===== src/rtl/core/chip8_interpreter_core_macros.svh =====
// Assertion helpers for the core RTL.
// All of them sample on clk and are switched off while rst_n is low.
`ifndef CHIP8_INTERPRETER_CORE_MACROS_SVH
`define CHIP8_INTERPRETER_CORE_MACROS_SVH

// The condition holds on every cycle.
`define C8I_ASSERT_HOLDS(label, cond, msg) \
    label: assert property (@(posedge clk) disable iff (!rst_n) (cond)) else $error(msg);

// The consequent holds in the same cycle as the antecedent.
`define C8I_ASSERT_IMPLIES(label, ante, cons, msg) \
    label: assert property (@(posedge clk) disable iff (!rst_n) (ante) |-> (cons)) \
        else $error(msg);

// The consequent holds in the cycle after the antecedent.
`define C8I_ASSERT_NEXT(label, ante, cons, msg) \
    label: assert property (@(posedge clk) disable iff (!rst_n) (ante) |=> (cons)) \
        else $error(msg);

`endif


===== src/rtl/core/c8i_pkg.sv =====
package c8i_pkg;

    localparam int MEMORY_BYTES  = 4096;
    localparam int MEM_AW        = $clog2(MEMORY_BYTES);
    localparam int STACK_DEPTH   = 16;
    localparam int SP_W          = $clog2(STACK_DEPTH);
    localparam int SCREEN_WIDTH  = 64;
    localparam int SCREEN_PIXELS = 2048;
    localparam int ROW_COUNT     = SCREEN_PIXELS / SCREEN_WIDTH;
    localparam int COL_AW        = $clog2(SCREEN_WIDTH);
    localparam int ROW_AW        = $clog2(ROW_COUNT);
    localparam int KEY_COUNT     = 16;
    localparam int QUEUE_DEPTH   = 2;
    localparam int QP_W          = $clog2(QUEUE_DEPTH);

    localparam logic [11:0] PC_RESET = 12'h200;

    // request codes on the req_type port
    localparam logic [1:0] REQ_CODE_LOAD  = 2'd0;
    localparam logic [1:0] REQ_CODE_KEY   = 2'd1;
    localparam logic [1:0] REQ_CODE_CYCLE = 2'd2;
    localparam logic [1:0] REQ_CODE_PIXEL = 2'd3;

    // opcode groups (top nibble)
    localparam logic [3:0] OP_SYS   = 4'h0;
    localparam logic [3:0] OP_JP    = 4'h1;
    localparam logic [3:0] OP_CALL  = 4'h2;
    localparam logic [3:0] OP_SEI   = 4'h3;
    localparam logic [3:0] OP_SNEI  = 4'h4;
    localparam logic [3:0] OP_SER   = 4'h5;
    localparam logic [3:0] OP_LDI   = 4'h6;
    localparam logic [3:0] OP_ADDI  = 4'h7;
    localparam logic [3:0] OP_ALU   = 4'h8;
    localparam logic [3:0] OP_SNER  = 4'h9;
    localparam logic [3:0] OP_LDIDX = 4'hA;
    localparam logic [3:0] OP_JPV0  = 4'hB;
    localparam logic [3:0] OP_RND   = 4'hC;
    localparam logic [3:0] OP_DRW   = 4'hD;
    localparam logic [3:0] OP_KEY   = 4'hE;
    localparam logic [3:0] OP_MISC  = 4'hF;

    localparam logic [15:0] OP_CLS = 16'h00E0;
    localparam logic [15:0] OP_RET = 16'h00EE;

    localparam logic [3:0] ALU_MOV = 4'h0;
    localparam logic [3:0] ALU_OR  = 4'h1;
    localparam logic [3:0] ALU_AND = 4'h2;
    localparam logic [3:0] ALU_XOR = 4'h3;
    localparam logic [3:0] ALU_ADD = 4'h4;
    localparam logic [3:0] ALU_SUB = 4'h5;
    localparam logic [3:0] ALU_SHR = 4'h6;
    localparam logic [3:0] ALU_SBN = 4'h7;
    localparam logic [3:0] ALU_SHL = 4'hE;

    localparam logic [7:0] KEY_SKP  = 8'h9E;
    localparam logic [7:0] KEY_SKNP = 8'hA1;

    localparam logic [7:0] FN_GETDT = 8'h07;
    localparam logic [7:0] FN_WKEY  = 8'h0A;
    localparam logic [7:0] FN_SETDT = 8'h15;
    localparam logic [7:0] FN_SETST = 8'h18;
    localparam logic [7:0] FN_ADDI  = 8'h1E;
    localparam logic [7:0] FN_FONT  = 8'h29;
    localparam logic [7:0] FN_BCD   = 8'h33;
    localparam logic [7:0] FN_STORE = 8'h55;
    localparam logic [7:0] FN_LOAD  = 8'h65;

    localparam logic [3:0] VF_INDEX = 4'hF;

    typedef enum logic [1:0] {
        KIND_LOAD,
        KIND_KEY,
        KIND_CYCLE,
        KIND_PIXEL
    } req_kind_t;

    typedef struct packed {
        req_kind_t   kind;
        logic [11:0] address;
        logic [7:0]  load_byte;
        logic [3:0]  key_index;
        logic        key_down;
        logic [7:0]  random_byte;
    } item_t;

    typedef struct packed {
        logic  valid;
        item_t item;
    } q_head_t;

    typedef struct packed {
        logic pop;
        logic clearing;
    } q_ctrl_t;

    typedef enum logic [4:0] {
        ST_CLEAR,
        ST_IDLE,
        ST_PIX,
        ST_F_LO,
        ST_RD_X,
        ST_RD_Y,
        ST_EXEC,
        ST_VF,
        ST_BCD1,
        ST_BCD2,
        ST_STORE_RD,
        ST_STORE_WR,
        ST_LOADR_RD,
        ST_LOADR_WR,
        ST_DRAW_RD,
        ST_DRAW_WR,
        ST_FINISH
    } back_state_t;

endpackage


===== src/rtl/core/c8i_front.sv =====
module c8i_front (
    input  logic              clk,
    input  logic              rst_n,
    input  logic              in_valid,
    output logic              in_ready,
    input  logic [1:0]        req_type,
    input  logic [11:0]       address,
    input  logic [7:0]        load_byte,
    input  logic [3:0]        key_index,
    input  logic              key_down,
    input  logic [7:0]        random_byte,
    input  c8i_pkg::q_ctrl_t  ctrl,
    output c8i_pkg::q_head_t  head
);

    c8i_pkg::item_t            q_mem [c8i_pkg::QUEUE_DEPTH];
    logic [c8i_pkg::QP_W-1:0]  wp_reg;
    logic [c8i_pkg::QP_W-1:0]  rp_reg;
    logic [c8i_pkg::QP_W:0]    cnt_reg;
    c8i_pkg::item_t            item_in;
    logic                      push;
    logic                      pop;

    always_comb
    begin
        item_in.address     = address;
        item_in.load_byte   = load_byte;
        item_in.key_index   = key_index;
        item_in.key_down    = key_down;
        item_in.random_byte = random_byte;
        case (req_type)
            c8i_pkg::REQ_CODE_LOAD:  item_in.kind = c8i_pkg::KIND_LOAD;
            c8i_pkg::REQ_CODE_KEY:   item_in.kind = c8i_pkg::KIND_KEY;
            c8i_pkg::REQ_CODE_CYCLE: item_in.kind = c8i_pkg::KIND_CYCLE;
            c8i_pkg::REQ_CODE_PIXEL: item_in.kind = c8i_pkg::KIND_PIXEL;
            default:                 item_in.kind = c8i_pkg::KIND_PIXEL;
        endcase
    end

    assign in_ready   = (cnt_reg != (c8i_pkg::QP_W+1)'(c8i_pkg::QUEUE_DEPTH)) && !ctrl.clearing;
    assign push       = in_valid && in_ready;
    assign pop        = ctrl.pop && (cnt_reg != '0);
    assign head.valid = (cnt_reg != '0);
    assign head.item  = q_mem[rp_reg];

    always_ff @(posedge clk)
    begin
        if (push)
        begin
            q_mem[wp_reg] <= item_in;
        end
    end

    always_ff @(posedge clk or negedge rst_n)
    begin
        if (!rst_n)
        begin
            wp_reg  <= '0;
            rp_reg  <= '0;
            cnt_reg <= '0;
        end
        else
        begin
            if (push)
            begin
                wp_reg <= wp_reg + 1'b1;
            end
            if (pop)
            begin
                rp_reg <= rp_reg + 1'b1;
            end
            if (push && !pop)
            begin
                cnt_reg <= cnt_reg + 1'b1;
            end
            else if (pop && !push)
            begin
                cnt_reg <= cnt_reg - 1'b1;
            end
        end
    end

endmodule


===== config.mk =====
export PLATFORM = sky130hd
export DESIGN_NAME = c8i_front
export DESIGN_NICKNAME = d
export VERILOG_FILES = /design/src/rtl/core/chip8_interpreter_core_macros.svh /design/src/rtl/core/c8i_pkg.sv /design/src/rtl/core/c8i_front.sv
export SDC_FILE = /design/constraint.sdc
export NUM_CORES = 1
export LEC_CHECK = 0
export BUFFER_PORTS_ARGS = -buffer_cell sky130_fd_sc_hd__clkbuf_2
export CAP_MARGIN = 30
export CORE_AREA = 2 2 74 76
export DETAILED_ROUTE_END_ITERATION = 6
export DIE_AREA = 0 0 76 78
export PLACE_DENSITY = 0.89
export SLEW_MARGIN = 25
export SYNTH_ARGS = -nofsm -noshare
export SYNTH_HDL_FRONTEND = slang
export SYNTH_SLANG_ARGS = --single-unit

===== constraint.sdc =====
create_clock -name clk -period 4.4 [get_ports clk]
set_input_delay 0.88 -clock clk [delete_from_list [all_inputs] [get_ports clk]]
set_output_delay 0.88 -clock clk [all_outputs]
set_load 0.005 [all_outputs]

# ---- After elaboration in Yosys (flattened, before gate mapping)
# Memories as Yosys holds them, arrays and structs flattened.
# Cells that the tools add are included.
dict set report totals {
  reg_bits 4
  ramBits 70
  inputBits 40
  out_inout_bits 37
  mem_count 1
}
dict set report classes {
  add_sub_neg 4
  n_eq_ne 4
  muxes 5
  reduce_logical 11
}
# name depth word_bits read_ports rd_ports_with_merged_regs wr line
set mem_list {}
lappend mem_list {q_mem 2 35 1 0 1 c8i_front.sv:16} ;# c8i_pkg::item_t q_mem [c8i_pkg::QUEUE_DEPTH];
# op count
set ops {}
lappend ops {{2-bit one-hot mux with 4 select lines} 1}
lappend ops {{1-bit logical AND} 5}
lappend ops {{2-bit == test (second input constant)} 2}
lappend ops {{2-bit two-way mux} 2}
lappend ops {{2-bit nonzero test} 2}
lappend ops {{1-bit zero test} 3}
lappend ops {{1-bit adder (second input constant)} 2}
lappend ops {{2-bit by 1-bit adder with 2-bit output (second input constant)} 1}
lappend ops {{2-bit by 1-bit == test with 1-bit output (second input constant)} 1}
lappend ops {{2-bit zero test} 1}
lappend ops {{1-bit two-way mux} 2}
lappend ops {{2-bit != test (second input constant)} 1}
lappend ops {{2-bit by 1-bit subtractor with 2-bit output (second input constant)} 1}

# ---- Depth between registers and ports, before layout
dict set report depth {
  ltp_word 7
  depth_mapped 6
  depth_no_buf 6
}

# ---- Least setup slack after synthesis
# Ideal clock, no wire load.
dict set report synth_timing {
  path_kind {input-to-reg}
  start {input ctrl[0] (netlist bit)}
  end {memory q_mem[0][0] (netlist bit) (enable)}
  setup_ns 0.431
  arrival_ns 2.736
  t_required_ns 3.969
  slack_ns 1.232
  stages 2
  path_buffers 0
  path_cell_list {nor3b_4 -> nor2b_1}
}
dict set report synth_between {
  elab_chain_len 5
}
# element line
set synth_rtl {}
lappend synth_rtl {{start, declared} c8i_front.sv:12} ;# input c8i_pkg::q_ctrl_t ctrl,
lappend synth_rtl {{1-bit zero test} c8i_front.sv:40} ;# assign in_ready = (cnt_reg != (c8i_pkg::QP_W+1)'(c8i_pkg::QUEUE_DEPTH)) && !ctrl.clearing;
lappend synth_rtl {{1-bit logical AND} c8i_front.sv:40}
lappend synth_rtl {{1-bit logical AND} c8i_front.sv:41} ;# assign push = in_valid && in_ready;
lappend synth_rtl {{1-bit two-way mux} c8i_front.sv:48} ;# if (push)
lappend synth_rtl {{1-bit two-way mux (implied by the code)} c8i_front.sv:50} ;# q_mem[wp_reg] <= item_in;
lappend synth_rtl {{end, declared} c8i_front.sv:16}
# Every way passes these cells.

==> metrics <==
FF+latch count, synth=between 70 and 80; Slew Limit Headroom=48.6%; setup TNS=0 ns; endpoints failing hold=0; Final Core Density=67.7%; Pleak=~1.3 nW; die area=5930 um2; final wirelength=between 4000 and 5000 um; Final min period=2.94 ns; met3 routed WL=~240 um; H-Tree Depth=3; overall routing resource usage=between 15 and 20%; switch share=between 20% and 30%; GRT overflow=0; # rows=26; Reg-to-Reg End=q_mem[1][5]$_DFFE_PP_; Routed met1 length=1940 um; CP Launch Type=flip-flop; worst-margin pin slew=a little under 0.8 ns; R2R Setup Slk=roughly 2.2 ns; PD cells=roughly 550 nW/um2; P&R area growth vs syn=23.8%; Fillers=~350; data required time of the critical path=3.52 ns; Die Height=approximately 80 um; Syn Inst Count=roughly 130; final setup fails=0; Max Root-Sink Buffers=2; antenna violations before repair=0; total number of vias=1393; placed cells=271; HPWL Detailed=approximately 2900 um; CTS Hold Bufs=0; Initial DRT Pass Iterations=4; crit-path max FO=19; CTS Root Cell=clkbuf_8; setup bufs post-CTS=0; Max Fclk=about 0.34 GHz; clock share of power=a little over a quarter; WL/cell=between 15 and 20 um; core footprint=approximately 5000 um2; Synthesis Warnings=0; Distinct cells, synth=17; r2r worst-path depth=4; worst skew pair latency=approximately 0.34 ns; nets=254; worst r2r src=cnt_reg[1]$_DFFE_PN0P_; CP Launch Point=rp_reg$_DFFE_PN0P_; fin crit share=66.7%; RSZ-0062 raised after global routing=false; worst setup path class=flip-flop to output port; sequential area share after synthesis=between 70% and 80%; Antenna Nets Post-Route=0; top layer in use=met4; Ant. Diodes=0; chip width=approximately 76 um; vias in the first global route=around 1500; Initial Util=a little over half; worst min path class=primary input to async pin; max reg flops=70; Switch Pwr=0.000508 W; layout cell share with drive strength beyond 1=46.3%; wire length on met2=between 2000 and 2500 um; Clock Skews=between 0.008 and 0.009 ns; total of cells resized after clock tree synthesis=0; average size of a mapped cell=about 21 um2; CTS tree=built; Final Non-Filler Cells=about 290; CTS Sinks=74; Reg power frac=about 50%; global-route wire length before repair=7160 um; largest net degree at the start of global routing=36; clk slew on worst S/H paths=0.07 ns; Worst Setup EP=head[13]; gpl congestion=between 0.7 and 0.8; Mapped Nets=170; Cell Area, Synth=approximately 2800 um2; total CTS buffers=9; Crit. End Element=output port; DR vias/cell=4.84; Logic pwr share=around a quarter; CP Data Arrival Time=2.06 ns; status=finished, final reports clean; max-cap viol count=0; I/O Pins=77; number of remaining DRC errors=0; Slew Limit Fails=0; drt initial violations=69; VDD IR max=~290 uV; internal power=0.00138 W; buffers added on ports=between 70 and 80
[metal layers]
metal,global-route usage [%],vias up
met1,20.1,670
met4,7.64,0
li1,-,667
met5,0,-
met2,26.9,50
met3,4.53,6
[worst max-delay path, cell delays in order, from the launching register on]
cell	delay [ns]
dfrtp_1	0.84
buf_4	0.39
mux2_1	0.36
clkbuf_2	0.12
[power groups by stage]
stage | logic [W] | registers [W] | clock network [W]
6_report | 0.000449 | 0.000948 | 0.000492
5_1_grt | 0.000490 | 0.000964 | 0.000529
4_1_cts | 0.000447 | 0.000951 | 0.000503
3_5_place_dp | 0.000444 | 0.000965 | 0
3_3_place_gp | 0.000436 | 0.000959 | 0
2_1_floorplan | 0.000314 | 0.000922 | 0
[cell families (layout without fill, tap and decap cells)]
| group | after synthesis | count (layout) | synth area share [%] |
|---|---|---|---|
| and+or+nand+nor | 8 | 8 | 2.09 |
| adders and majority gates | 1 | 1 | 0.453 |
| buffers and inverters | 6 | 95 | 1.77 |
| xor gates and xnor gates | 5 | 5 | 1.59 |
| muxes | 35 | 35 | 14.3 |
| DFF | 74 | 74 | 79.8 |
[area by class of cell]
class                           count  area [um2]  share of cell area [%]
Clock buffer                       11         131                    3.85
Clock inverter                      5        55.1                    1.61
Multi-Input combinational cell     49         515                    15.1
Sequential cell                    74        2200                    64.5
Tap cell                           70        87.6                    2.57
Timing Repair Buffer               79         423                    12.4
[synthesized netlist by cell type]
cell type,n,area share [%]
or2_1,1,0.23
buf_4,1,0.27
ha_1,1,0.45
dfrtp_1,4,3.6
mux2_1,29,12
and2_1,1,0.23
nor2b_2,1,0.32
buf_6,3,1.2
mux2_2,6,2.4
nor2_1,2,0.27
edfxtp_1,70,76
nand2_1,1,0.14
xor2_1,3,0.95
xnor2_1,2,0.64
nor2b_1,1,0.23
nor3b_4,1,0.68
clkbuf_1,2,0.27
[through the flow]
stage / instance area, um2 / setup slack [ns] / power (W) / hold slack, ns
floorplan: 2760 / 1.23 / 0.00124 / 0.447
CTS: 3390 / 1.41 / 0.00190 / 0.333
global route: 3410 / 1.29 / 0.00198 / 0.341
finish: 3410 / 1.46 / 0.00189 / 0.347
global placement: 3200 / 1.78 / 0.00140 / 0.470
detailed placement: 3200 / 1.76 / 0.00141 / 0.474
[layout by cell type, fill, tap and decap left out]
cell type,netlist,routed
clkbuf_8,0,9
mux2_2,6,6
xor2_1,3,3
clkbuf_1,2,2
clkinv_1,0,1
nor3b_4,1,1
clkbuf_2,0,76
nor2b_4,0,1
nor2b_2,1,1
nand2_1,1,1
ha_1,1,1
clkinvlp_4,0,1
clkinv_2,0,1
bufinv_16,0,1
mux2_1,29,29
edfxtp_1,70,70
and2_1,1,1
or2_1,1,1
nor2_1,2,2
buf_4,1,2
dfrtp_1,4,4
clkinv_4,0,1
buf_16,0,1
xnor2_1,2,2
[worst min path at each step]
| stage | from | end | slack [ns] |
|---|---|---|---|
| 3_3_place_gp | cnt_reg[1]$_DFFE_PN0P_ | cnt_reg[1]$_DFFE_PN0P_ | 0.47 |
| 6_report | rst_n | wp_reg$_DFFE_PN0P_ | 0.35 |
| 5_1_grt | rst_n | wp_reg$_DFFE_PN0P_ | 0.34 |
| 3_5_place_dp | cnt_reg[1]$_DFFE_PN0P_ | cnt_reg[1]$_DFFE_PN0P_ | 0.47 |
| 2_1_floorplan | cnt_reg[1]$_DFFE_PN0P_ | cnt_reg[1]$_DFFE_PN0P_ | 0.45 |
| 4_1_cts | rst_n | cnt_reg[1]$_DFFE_PN0P_ | 0.33 |
(Power assumes the default switching activity.)
